File: config.mk
export PLATFORM = sky130hd
export DESIGN_NAME = led_blink_sequencer
export DESIGN_NICKNAME = d
export VERILOG_FILES = /design/src/design/lbs_pkg.sv /design/src/design/led_blink_sequencer.sv
export SDC_FILE = /design/constraint.sdc
export NUM_CORES = 1
export LEC_CHECK = 0
export ABC_AREA = 1
export BUFFER_PORTS_ARGS = -buffer_cell sky130_fd_sc_hd__buf_2
export CAP_MARGIN = 20
export CORE_AREA = 2 2 213 215
export DETAILED_ROUTE_END_ITERATION = 12
export DIE_AREA = 0 0 215 217
export PLACE_DENSITY = 0.61
export RECOVER_POWER = 25
export SETUP_SLACK_MARGIN = 0.3
export SLEW_MARGIN = 20
export SYNTH_ARGS = -nofsm -noshare
export SYNTH_HDL_FRONTEND = slang
export SYNTH_SLANG_ARGS = --single-unit
File: constraint.sdc
create_clock -name i_clk -period 9.3 [get_ports i_clk]
set_input_delay 2.325 -clock i_clk [delete_from_list [all_inputs] [get_ports i_clk]]
set_output_delay 2.325 -clock i_clk [all_outputs]
set_load 0.02 [all_outputs]
File: src/design/lbs_pkg.sv
// Package for the LED blink sequencer: request codes, input kinds, status codes,
// program store sizing, and stream payload widths.
// No dependencies.
package lbs_pkg;

    localparam int PROG_DEPTH  = 32;
    localparam int PROG_IDX_W  = 5;
    localparam int POS_W       = 6;
    localparam int MAX_STEPS   = 33;
    localparam int STEP_W      = $clog2(MAX_STEPS + 1);

    localparam int S_TDATA_W   = 40;
    localparam int S_TUSER_W   = 2;
    localparam int M_TDATA_W   = 24;

    localparam logic [15:0] PERIOD_SLOW = 16'd250;
    localparam logic [15:0] PERIOD_FAST = 16'd100;
    localparam logic [6:0]  CHUNK_MS    = 7'd100;

    localparam logic [7:0] RQ_READ   = 8'hD0;
    localparam logic [7:0] RQ_TOGGLE = 8'hD1;
    localparam logic [7:0] RQ_SET    = 8'hD3;
    localparam logic [7:0] RQ_SEQ    = 8'hD4;
    localparam logic [7:0] RQ_BOOT   = 8'hB0;

    typedef enum logic [1:0] {
        KIND_TICK   = 2'd0,
        KIND_REQ    = 2'd1,
        KIND_DATA   = 2'd2,
        KIND_IGNORE = 2'd3
    } t_kind;

    typedef enum logic [1:0] {
        ST_OK          = 2'd0,
        ST_REPLY       = 2'd1,
        ST_UNSUPPORTED = 2'd2,
        ST_BOOT        = 2'd3
    } t_status;

endpackage

File: src/design/led_blink_sequencer.sv
// LED blink sequencer top level: request decode, blink delay timer and the
// program sequencer that steps one opcode fetch per cycle.
// Depends on lbs_pkg.
//
// Channel   Direction  Contents
// s_axis    in         tuser kind, tdata request/value/byte/index, tlast final byte
// m_axis    out        tdata led/status/reply/length/playing
//
// A control request, data byte or ignored kind is handled when it is accepted, and
// its result is registered. A tick passes through S_TICK, then through S_RUN once
// per program fetch through the shared fetch/decode step, and once more when the
// step bound is reached, then through S_DONE, which registers its result.
// The input is not ready while a tick is in work or a result is still held.
// Reset clears the 32-byte program store and all other state but the output data register.
module led_blink_sequencer (
    input  logic                           i_clk,
    input  logic                           i_rst_n,
    input  logic                           i_s_axis_tvalid,
    output logic                           o_s_axis_tready,
    // [7:0] request_code, [23:8] setup_value, [31:24] data_byte,
    // [36:32] data_index, [39:37] zero
    input  logic [lbs_pkg::S_TDATA_W-1:0]  i_s_axis_tdata,
    // [1:0] kind
    input  logic [lbs_pkg::S_TUSER_W-1:0]  i_s_axis_tuser,
    input  logic                           i_s_axis_tlast,
    output logic                           o_m_axis_tvalid,
    input  logic                           i_m_axis_tready,
    // [0] led, [2:1] status, [18:3] reply_value, [20:19] reply_length,
    // [21] playing, [23:22] zero
    output logic [lbs_pkg::M_TDATA_W-1:0]  o_m_axis_tdata
);
    import lbs_pkg::*;

    typedef enum logic [1:0] {
        S_IDLE,
        S_TICK,
        S_RUN,
        S_DONE
    } t_state;

    t_state                 r_state, n_state;
    logic [15:0]            r_period, n_period;
    logic                   r_seq, n_seq;
    logic [7:0]             r_store [PROG_DEPTH];
    logic [POS_W-1:0]       r_pos, n_pos;
    logic                   r_led, n_led;
    logic [15:0]            r_delay, n_delay;
    logic [6:0]             r_chunk, n_chunk;
    logic [15:0]            r_capt, n_capt;
    logic                   r_running, n_running;
    logic [STEP_W-1:0]      r_steps, n_steps;
    logic                   r_out_valid, n_out_valid;
    logic [M_TDATA_W-1:0]   r_out_data, n_out_data;

    logic                   wr_en;
    logic [PROG_IDX_W-1:0]  wr_addr;
    logic [7:0]             wr_data;

    logic                   accept;
    t_kind                  in_kind;
    logic [7:0]             in_code;
    logic [15:0]            in_value;
    logic [7:0]             in_byte;
    logic [PROG_IDX_W-1:0]  in_index;

    logic                   adv_start;
    logic [15:0]            adv_src;
    logic [15:0]            adv_cap;
    logic [6:0]             adv_chunk_in;
    logic [15:0]            adv_rem;
    logic [6:0]             adv_chunk;
    logic                   adv_end;
    logic [7:0]             op;

    function automatic logic [M_TDATA_W-1:0] pack_out(
        input logic        led,
        input t_status     status,
        input logic [15:0] reply,
        input logic [1:0]  rlen,
        input logic        playing
    );
        logic [M_TDATA_W-1:0] word;
        word        = '0;
        word[0]     = led;
        word[2:1]   = status;
        word[18:3]  = reply;
        word[20:19] = rlen;
        word[21]    = playing;
        return word;
    endfunction

    assign in_kind  = t_kind'(i_s_axis_tuser[1:0]);
    assign in_code  = i_s_axis_tdata[7:0];
    assign in_value = i_s_axis_tdata[23:8];
    assign in_byte  = i_s_axis_tdata[31:24];
    assign in_index = i_s_axis_tdata[36:32];

    assign o_s_axis_tready = (r_state == S_IDLE) && (!r_out_valid || i_m_axis_tready);
    assign accept          = i_s_axis_tvalid && o_s_axis_tready;
    assign o_m_axis_tvalid = r_out_valid;
    assign o_m_axis_tdata  = r_out_data;

    assign op = r_store[r_pos[PROG_IDX_W-1:0]];

    // One millisecond of the blink delay, starting a new one from the period if none runs.
    always_comb begin
        adv_start    = !r_running && (r_delay == 16'd0);
        adv_src      = adv_start ? r_period : r_delay;
        adv_cap      = adv_start ? r_period : r_capt;
        adv_chunk_in = adv_start ? 7'd0 : r_chunk;
        adv_rem      = adv_src - 16'd1;
        adv_chunk    = adv_chunk_in + 7'd1;
        if (adv_chunk >= CHUNK_MS) begin
            adv_chunk = 7'd0;
            if (adv_rem != 16'd0 && r_period != adv_cap) begin
                adv_rem = 16'd0;
            end
        end
        adv_end = (adv_rem == 16'd0);
        if (adv_end) begin
            adv_chunk = 7'd0;
        end
    end

    always_comb begin
        n_state     = r_state;
        n_period    = r_period;
        n_seq       = r_seq;
        n_pos       = r_pos;
        n_led       = r_led;
        n_delay     = r_delay;
        n_chunk     = r_chunk;
        n_capt      = r_capt;
        n_running   = r_running;
        n_steps     = r_steps;
        n_out_valid = r_out_valid && !i_m_axis_tready;
        n_out_data  = r_out_data;
        wr_en       = 1'b0;
        wr_addr     = in_index;
        wr_data     = in_byte;

        case (r_state)
            S_IDLE: begin
                if (accept) begin
                    n_out_valid = 1'b1;
                    n_out_data  = pack_out(r_led, ST_OK, 16'd0, 2'd0, r_running);
                    case (in_kind)
                        KIND_TICK: begin
                            n_out_valid = 1'b0;
                            n_state     = S_TICK;
                        end
                        KIND_REQ: begin
                            case (in_code)
                                RQ_READ: begin
                                    n_out_data = pack_out(r_led, ST_REPLY, r_period, 2'd2,
                                                          r_running);
                                end
                                RQ_TOGGLE: begin
                                    n_period = (r_period == PERIOD_SLOW) ? PERIOD_FAST
                                                                         : PERIOD_SLOW;
                                    n_seq    = 1'b0;
                                end
                                RQ_SET: begin
                                    n_period = in_value;
                                    n_seq    = 1'b0;
                                end
                                RQ_SEQ: begin
                                    n_seq = 1'b0;
                                end
                                RQ_BOOT: begin
                                    n_out_data = pack_out(r_led, ST_BOOT, 16'd0, 2'd0,
                                                          r_running);
                                end
                                default: begin
                                    n_out_data = pack_out(r_led, ST_UNSUPPORTED, 16'd0, 2'd0,
                                                          r_running);
                                end
                            endcase
                        end
                        KIND_DATA: begin
                            if (in_code == RQ_SEQ) begin
                                wr_en = ({1'b0, in_index} < POS_W'(PROG_DEPTH));
                                if (i_s_axis_tlast) begin
                                    n_seq    = 1'b1;
                                    n_period = 16'd0;
                                end
                            end
                        end
                        default: begin
                        end
                    endcase
                end
            end

            S_TICK: begin
                n_steps = '0;
                n_state = S_DONE;
                if (r_running) begin
                    if (r_delay != 16'd0) begin
                        n_delay = adv_rem;
                        n_chunk = adv_chunk;
                        if (adv_end) begin
                            n_state = S_RUN;
                        end
                    end else begin
                        n_state = S_RUN;
                    end
                end else if (r_delay == 16'd0 && r_seq) begin
                    n_running = 1'b1;
                    n_period  = PERIOD_FAST;
                    n_pos     = '0;
                    n_delay   = 16'd0;
                    n_chunk   = 7'd0;
                    n_state   = S_RUN;
                end else if (r_delay == 16'd0 && r_period == 16'd0) begin
                    n_led = !r_led;
                end else begin
                    n_capt  = adv_cap;
                    n_delay = adv_rem;
                    n_chunk = adv_chunk;
                    if (adv_end) begin
                        n_led = !r_led;
                        if (r_seq) begin
                            n_running = 1'b1;
                            n_period  = PERIOD_FAST;
                            n_pos     = '0;
                            n_state   = S_RUN;
                        end
                    end
                end
            end

            S_RUN: begin
                if (r_steps == STEP_W'(MAX_STEPS)) begin
                    n_state = S_DONE;
                end else if (r_pos >= POS_W'(PROG_DEPTH) || op == 8'd0 || !r_seq) begin
                    n_pos     = r_pos + POS_W'(1);
                    n_led     = 1'b0;
                    n_seq     = 1'b0;
                    n_running = 1'b0;
                    n_delay   = 16'd0;
                    n_chunk   = 7'd0;
                    n_state   = S_DONE;
                    if (r_pos >= POS_W'(PROG_DEPTH)) begin
                        n_pos = r_pos;
                    end
                end else if (op[7]) begin
                    n_pos   = POS_W'(op[4:0]);
                    n_steps = r_steps + STEP_W'(1);
                end else begin
                    n_pos   = r_pos + POS_W'(1);
                    n_led   = op[4];
                    n_capt  = r_period;
                    n_delay = {6'd0, op[3:0], 6'd0};
                    n_chunk = 7'd0;
                    n_steps = r_steps + STEP_W'(1);
                    if (op[3:0] != 4'd0) begin
                        n_state = S_DONE;
                    end
                end
            end

            S_DONE: begin
                n_out_valid = 1'b1;
                n_out_data  = pack_out(r_led, ST_OK, 16'd0, 2'd0, r_running);
                n_state     = S_IDLE;
            end

            default: begin
                n_state = S_IDLE;
            end
        endcase
    end

    always_ff @(posedge i_clk) begin
        if (!i_rst_n) begin
            r_state     <= S_IDLE;
            r_period    <= PERIOD_SLOW;
            r_seq       <= 1'b0;
            r_pos       <= '0;
            r_led       <= 1'b0;
            r_delay     <= 16'd0;
            r_chunk     <= 7'd0;
            r_capt      <= PERIOD_SLOW;
            r_running   <= 1'b0;
            r_steps     <= '0;
            r_out_valid <= 1'b0;
            for (int i = 0; i < PROG_DEPTH; i++) begin
                r_store[i] <= 8'd0;
            end
        end else begin
            r_state     <= n_state;
            r_period    <= n_period;
            r_seq       <= n_seq;
            r_pos       <= n_pos;
            r_led       <= n_led;
            r_delay     <= n_delay;
            r_chunk     <= n_chunk;
            r_capt      <= n_capt;
            r_running   <= n_running;
            r_steps     <= n_steps;
            r_out_valid <= n_out_valid;
            if (wr_en) begin
                r_store[wr_addr] <= wr_data;
            end
        end
        r_out_data <= n_out_data;
    end

`ifndef SYNTHESIS
    a_steps_bounded: assert property (@(posedge i_clk) disable iff (!i_rst_n)
        r_steps <= STEP_W'(MAX_STEPS))
        else $error("Opcode step count exceeded its bound.");

    a_chunk_below_limit: assert property (@(posedge i_clk) disable iff (!i_rst_n)
        r_chunk < CHUNK_MS)
        else $error("Chunk counter reached the chunk length.");

    a_run_needs_playback: assert property (@(posedge i_clk) disable iff (!i_rst_n)
        (r_state == S_RUN) |-> r_running)
        else $error("Program sequencer stepped without playback running.");

    a_tick_result_held: assert property (@(posedge i_clk) disable iff (!i_rst_n)
        (r_state == S_TICK || r_state == S_RUN) |-> !r_out_valid)
        else $error("A result was pending while a tick was in work.");
`endif

endmodule

======== Yosys cells after proc, flatten, opt, wreduce, memory -nomap -nowiden ========
Memories as Yosys holds them, arrays and structs flattened. A register that Yosys moved wholly into a read port is not among the register bits.
Cells that the tools add are included.
word-level totals
  RAM bits ................................ 256
  output and inout bits ................... 26
  flip-flop bits (word level) ............. 97
  memories kept ........................... 1
memories
  name     depth  bits a word  read ports  clocked after memory_dff  wr ports  RTL line                   RTL
  r_store  32     8            1           1                         32        led_blink_sequencer.sv:44  logic [7:0] r_store [PROG_DEPTH];
cells by class
  muxes and demuxes ....................... 111
  equal/unequal tests ..................... 37
  $lt $le $gt $ge ......................... 2
  reductions and logical operators ........ 40
  add/subtract/negate cells ............... 4
operators by type and width
  kind                                                 number
  2-to-1 mux 16 bit                                    25
  case mux 16 bit (2 select lines)                     5
  2-to-1 mux 7 bit                                     10
  2-to-1 mux 6 bit                                     11
  case mux 21 bit (3 select lines)                     1
  zero test 16 bit                                     3
  case mux 24 bit (2 select lines)                     1
  == test 8 bit (second input constant)                5
  2-to-1 mux 1 bit                                     34
  nonzero test 16 bit                                  2
  != test 3 bit (second input constant)                10
  2-to-1 mux 24 bit                                    1
  case mux 6 bit (2 select lines)                      2
  2-to-1 mux 21 bit                                    1
  == test 16 x 8 -> 1 bit (second input constant)      1
  2-to-1 mux 2 bit                                     8
  2-to-1 mux 8 bit                                     2
  != test 16 bit                                       1
  != test 2 bit (second input constant)                8
  != test 4 bit (second input constant)                4
  subtractor 16 x 1 -> 16 bit (second input constant)  1
  2-to-1 mux 5 bit                                     3
  case mux 7 bit (2 select lines)                      1
  AND reduction 7 bit                                  2
  other kinds (27)                                     52

======== Logic depth before layout (Yosys ltp) ========
Gate-level depths: netlist of run 1.
  word-level depth ........................ 16
  mapped depth ............................ 27
  depth with buffers taken out ............ 25

======== Least setup slack after synthesis of run 1 ========
Ideal clock, no wire load.
  path type ............................... input to output
  from .................................... input i_m_axis_tready
  to ...................................... output o_s_axis_tready
  data arrival time ....................... 2.681 ns
  setup slack ............................. 4.294 ns
  buffers on the path ..................... 0
  cell stages on the path ................. 2
  data required time ...................... 6.975 ns
  cells stage by stage .................... nor2_1 -> nor2_1
on the way
  longest elaborated chain between the ends .. 2
RTL lines
  what               RTL line                   RTL
  start, declared    led_blink_sequencer.sv:27  input logic i_m_axis_tready,
  logical OR 1 bit   led_blink_sequencer.sv:98  assign o_s_axis_tready = (r_state == S_IDLE) && (!r_out_valid || i_m_axis_tready);
  logical AND 1 bit  led_blink_sequencer.sv:98
  end, declared      led_blink_sequencer.sv:19  output logic o_s_axis_tready,
No other way between the ends.

==> flow_summary.ini, run 1 <==
[status]
status = complete, but fails checks
violations = max-capacitance violations, max-slew violations

[synthesis]
postSynthCellCount = 2017
synthArstFlopShare = 0
yosysTopAreaCellShare = 0.472
synth_cell_types = 55
syn_area_per_cell_sq_um = 8.74
synth_area_leader_cell = edfxtp_1
seq_area_frac_synth = 0.560
ys_ff_latch = 355
synth_edf_count = 277
ys_dominant_reg_cell = edfxtp_1
synth_area_leaders = edfxtp_1, nor2_1, dfxtp_1
netlist_area_sq_um = 17600
yosysWarnings = 0

[grt]
antenna_found_initial = 0
grt_max_degree = 78
gr-total-overflow = 0
grt_use_total = 0.201
grt_pass1_vias = 13500
grt_pass1_wl_mm = 74.3

[flow_run]
cap_violations = 1

[die]
start_util = 0.394
die_w_um = 215
dieArea_sq_um = 46700
core_area_sq_um = 44700
rows = 78
die_y_um = 217
design.portCount = 73

[timing]
rsz0062_at_grt = no
maxSlewHeadroom = -0.842
setup_viol = 0
finalCriticalPeriod_ns = 6.08
fin_skew_ns = 0.0374
tns_ns = 0
min_period_over_period = 0.654
drv_slew = 22
tightestPinTransition_ns = 2.73
fin_ws_ns = 3.22
hold_viol = 0
max_freq_mhz = 164

[critical_path]
crit_required_ns = 9.72
cp_common_cell = nand3_1
path_max_fanout = 77
worstSetupEndpointType = flip-flop
critPathSlowestCell = clkinvlp_2
cp_cell_sequence = clkinvlp_2 -> buf_4 -> o21ai_0 -> o221ai_1 -> nand3_1 -> o21ai_0 -> o21ai_1 -> nand3_1 -> nor3_2 -> nand2_1 -> nand2_4 -> nand2_1 -> nand2_2 -> inv_2 -> nand3b_2 -> inv_1 -> o211ai_1 -> nand3_1
max_stage_delay_ns = 1.23
path_buf_inv = 4
critPathLaunchType = flip-flop
crit_arrival_ns = 6.50
critical_path_class = flip-flop to flip-flop
ff2ff_setup_slack_ns = 3.22
crit_family = buffers and inverters

[clock_tree]
clockBufferDepth = 3
hold_buffers = 0
clock_latency_ns = 0.59
cts_sinks = 355
ctsResizeCount = 0
numCtsBuffers = 41
tritoncts = done
cts_root_buf = clkbuf_16
clk_pin_slew_ns = 0.06
post_cts_buffers = 0
htreeDepth = 2

[route]
dr.pass1.iters = 6
wl_met1_mm = 21.2
initialDrtViolationCount = 1608
drc = 0
routed_wirelength_mm = 47.3
wl_met3_mm = 3.53
routed_via_density = 5.39
met2RoutedLength_mm = 21.4
vias = 14300
wl_per_cell_um = 17.8
ant_nets = 0
topRoutingLayerUsed = met4

[place]
gp_congestion = 0.855
dp_hpwl_mm = 29.7
dp_slack_ns = 3.82
port_buffers = 66

[cells_and_area]
diodes = 0
fillers = 4487
final_nets = 2086
area_growth_pct = 10.7
utilization = 0.437
layout_common_cells = nor2_1, nand2_1, edfxtp_1, o21ai_0, inv_1
layout_commonest_cell = nor2_1
drive_above_1_share = 0.0801

[pwr]
leakagePower_nw = 7.77
ir_worst_vdd_mv = 0.178
power.density_nw_per_um2 = 337

[hold_path]
hold_class = flip-flop to flip-flop
## layout make-up
cell class                      instances  area, sq um  share of cell area
Clock buffer                           53         1070              0.0549
Clock inverter                         22          199              0.0102
Timing Repair Buffer                   78          392              0.0201
Inverter                              142          534              0.0274
Sequential cell                       355         9880               0.507
Multi-Input combinational cell       1410         6680               0.342
Tap cell                              600          751              0.0385
## path summary, 6_finish.rpt
check,from,endpoint,cells past startpoint
setup reg to reg,flip-flop,r_capt[3],18
hold / removal,r_capt[12],r_capt[12],2
hold reg to reg,r_capt[12],r_capt[12],2
setup / recovery,flip-flop,r_capt[3],18
## worst register-to-register path: stages (launching register included)
cell and delay, ns:
dfxtp_4 0.88, clkinvlp_2 1.24, buf_4 0.65, o21ai_0 0.24
o221ai_1 0.18, nand3_1 0.13, o21ai_0 0.14, o21ai_1 0.46
nand3_1 0.17, nor3_2 0.18, nand2_1 0.14, nand2_4 0.14
nand2_1 0.09, nand2_2 0.17, inv_2 0.07, nand3b_2 0.43
inv_1 0.33, o211ai_1 0.17, nand3_1 0.09
## sequential cells by signal, summed over array words and instances (netlist names), 6 cells and up, named ones only
signal          cells
r_steps             6
r_pos               6
r_store           256
r_period           16
r_capt             16
r_delay            16
o_m_axis_tdata     21
r_chunk             7
## stage by stage
step                cell area, sq um  cells  total power [mW]  hold WS, ns
finish                         19500   2660              6.58        0.463
global route                   19500   2660              7.05        0.478
CTS                            19500   2660              6.59        0.462
detailed placement             18300   2585              5.04        0.450
global placement               18300   2585              5.01        0.449
floorplan                      17600   2019              4.39        0.431
## routing by layer
layer	vias up	global-route usage
li1	6908	-
met1	6775	0.273
met2	559	0.325
met3	88	0.0342
met4	0	0.0703
met5	-	0
## power breakdown
| group | internal, mW | switching (mW) |
|---|---|---|
| combinational | 0.851 | 2.16 |
| sequential | 1.89 | 0.149 |
| clock | 0.875 | 0.662 |
| total | 3.61 | 2.97 |
## cell families (layout without fill, tap and decap cells)
kind of cell / after synthesis / after routing / synth area share
XOR/XNOR: 9 / 9 / 0.00447
other: 1 / 3 / 0.000213
AO/OA/AOI/OAI: 355 / 355 / 0.119
adder cells (fa/ha/maj): 11 / 11 / 0.00781
buffers and inverters: 254 / 295 / 0.0612
AND/OR/NAND/NOR: 1032 / 1032 / 0.246
flip-flops: 355 / 355 / 0.560
## cells in the mapped netlist (all sizes together) (2+ instances only)
master	n
clkbuf	68
clkinv	5
or2	3
edfxtp	277
xnor2	3
buf	44
a211oi	9
xor2	6
o21a	2
nor2	536
dfxtp	78
o21bai	9
o211ai	10
o221ai	45
a21oi	55
a22oi	2
nand3b	4
nand4	42
inv	137
o22ai	18
ha	11
o21ai	195
nand2	311
nor3	17
nand3	111
a31oi	4
nor4	5
Note: power is estimated with default switching activity, not from simulation.
==> run 2: changes to the inputs <==
PLACE_DENSITY = 0.64   (was 0.61)
clock period = 5.47 ns   (was 9.3 ns; I/O delays follow)
==> run 2 against run 1 <==
Against the previous run:
- first-iteration DRC count decreased by 2.0%
- via count up 1.5%
- setup slack worse by 2.5 ns
- the flow still finishes with violations (max-capacitance violations, max-slew violations)
- utilization is 0.41 points higher
- clock power up 79%
- cell count rose by 0.26%
- clock skew hardly changed
- die area did not move
- count of clock-buffer cells in the layout is 5 lower
- hold slack worse by 0.0027 ns
==> flow_summary.ini, run 2 (synthesis gave the netlist of run 1 again) <==
[clock_tree]
htreeDepth = 2
tritoncts = done
numCtsBuffers = 40
post_cts_buffers = 0
clk_pin_slew_ns = 0.06
ctsResizeCount = 0
cts_root_buf = clkbuf_16
clock_latency_ns = 0.58
hold_buffers = 0
clockBufferDepth = 3
cts_sinks = 355

[cells_and_area]
final_nets = 2099
largest_reg_flops = 256
regMostFlops = r_store
layout_common_cells = nor2_1, nand2_1, edfxtp_1, o21ai_0, inv_1
diodes = 0
area_growth_pct = 11.7
drive_above_1_share = 0.0847
utilization = 0.441
layout_commonest_cell = nor2_1
stdcell_count = 2667

[die]
dieArea_sq_um = 46700
die_y_um = 217
design.portCount = 73
rows = 78
core_area_sq_um = 44700
die_w_um = 215
start_util = 0.394

[status]
violations = max-capacitance violations, max-slew violations
status = complete, but fails checks

[route]
vias = 14600
routed_wirelength_mm = 48.1
wl_per_cell_um = 18.0
drc = 0
initialDrtViolationCount = 1576
ant_nets = 0
routed_via_density = 5.46
dr.pass1.iters = 7

[timing]
setup_viol = 0
fin_skew_ns = 0.0373
maxSlewHeadroom = -0.716
tightestPinTransition_ns = 2.55
min_period_over_period = 0.869
finalCriticalPeriod_ns = 4.75
hold_viol = 0
drv_slew = 22
max_freq_mhz = 210
rsz0062_at_grt = no
fin_ws_ns = 0.716
tns_ns = 0

[hold_path]
hold_class = flip-flop to flip-flop
hp-start = r_capt[12]

[pwr]
ir_worst_vdd_mv = 0.347
leakagePower_nw = 7.86
power.density_nw_per_um2 = 584

[critical_path]
critical_path_class = flip-flop to flip-flop
path_max_fanout = 69
critPathLaunchType = flip-flop
cp_cell_sequence = clkinv_2 -> buf_4 -> o21ai_0 -> o221ai_1 -> nand3_1 -> nand3_1 -> nand2_1 -> inv_2 -> a21oi_1 -> and3_1 -> nand2_1 -> nand2_4 -> nand2_1 -> nand2_2 -> inv_2 -> nand3b_2 -> inv_1 -> o211ai_1 -> nand3_1
path_buf_inv = 5
crit_arrival_ns = 5.15
worstSetupEndpointType = flip-flop
crit_required_ns = 5.87
critPathSlowestCell = dfxtp_4
max_stage_delay_ns = 0.80
crit_family = simple AND/OR/NAND/NOR gates

[flow_run]
cap_violations = 1

[grt]
gr-usage-met1 = 0.268
grt_use_total = 0.203
grt_pass1_wl_mm = 74.7
use_met2 = 0.330
grt-busiest-layer = met2
grt_pass1_vias = 13800
antenna_found_initial = 0
gr-total-overflow = 0
grt_max_degree = 70
use_met3 = 0.0372

[place]
gp_congestion = 0.870
dp.cells = 2598
port_buffers = 66
dp_slack_ns = 0.860
dp_hpwl_mm = 30.2
==> run 2: cell count changes in the layout (fill, tap and decap cells not counted), sizes merged <==
cell    before  now
clkbuf      76   72
inv        134  133
bufinv       2    6
buf         55   68
clkinv      26   21
==> run 2: worst paths after layout <==
check                             endpoint  slack, ns  depth (start not counted)
worst min-delay path            r_capt[12]       0.46                          2
worst min register to register  r_capt[12]       0.46                          2
worst max register to register   r_capt[4]       0.72                         19
worst max-delay path             r_capt[4]       0.72                         19
==> run 2: worst register-to-register path, cell delays in order, from the launching register on <==
cell and delay (ns):
dfxtp_4 0.80, clkinv_2 0.27, buf_4 0.39, o21ai_0 0.27
o221ai_1 0.22, nand3_1 0.20, nand3_1 0.09, nand2_1 0.32
inv_2 0.13, a21oi_1 0.14, and3_1 0.17, nand2_1 0.11
nand2_4 0.14, nand2_1 0.09, nand2_2 0.18, inv_2 0.07
nand3b_2 0.43, inv_1 0.32, o211ai_1 0.16, nand3_1 0.10
==> run 2: layout make-up <==
class                   instances  area, sq um
fillers                      4411        25000
flip-flops and latches        355         9880
clock buffers                  48         1030
inverters                     142          534
clock inverters                20          292
well taps                     600          751
multi-input cells            1410         6680
repair buffers                 92          524
==> run 2: where the power goes <==
part / switching [mW] / leakage [nW] / internal, mW
combinational: 3.78 / 3.74 / 1.52
sequential: 0.236 / 3.49 / 3.20
clock: 1.12 / 0.641 / 1.64
total: 5.14 / 7.86 / 6.36
==> run 2: through the flow <==
| step | total power [mW] | hold slack, ns | area, sq um |
|---|---|---|---|
| final | 11.5 | 0.460 | 19700 |
| after global placement | 8.62 | 0.449 | 18400 |
| after floorplan | 7.47 | 0.431 | 17600 |
| after detailed placement | 8.70 | 0.447 | 18400 |
| after CTS | 11.5 | 0.461 | 19700 |
| after global routing | 12.3 | 0.491 | 19700 |
==> run 2: layer usage <==
layer,vias to the layer above,part of all wire
met2,667,0.46
met3,116,0.088
met4,0,0.036
met5,-,0
li1,6930,-
met1,6839,0.41
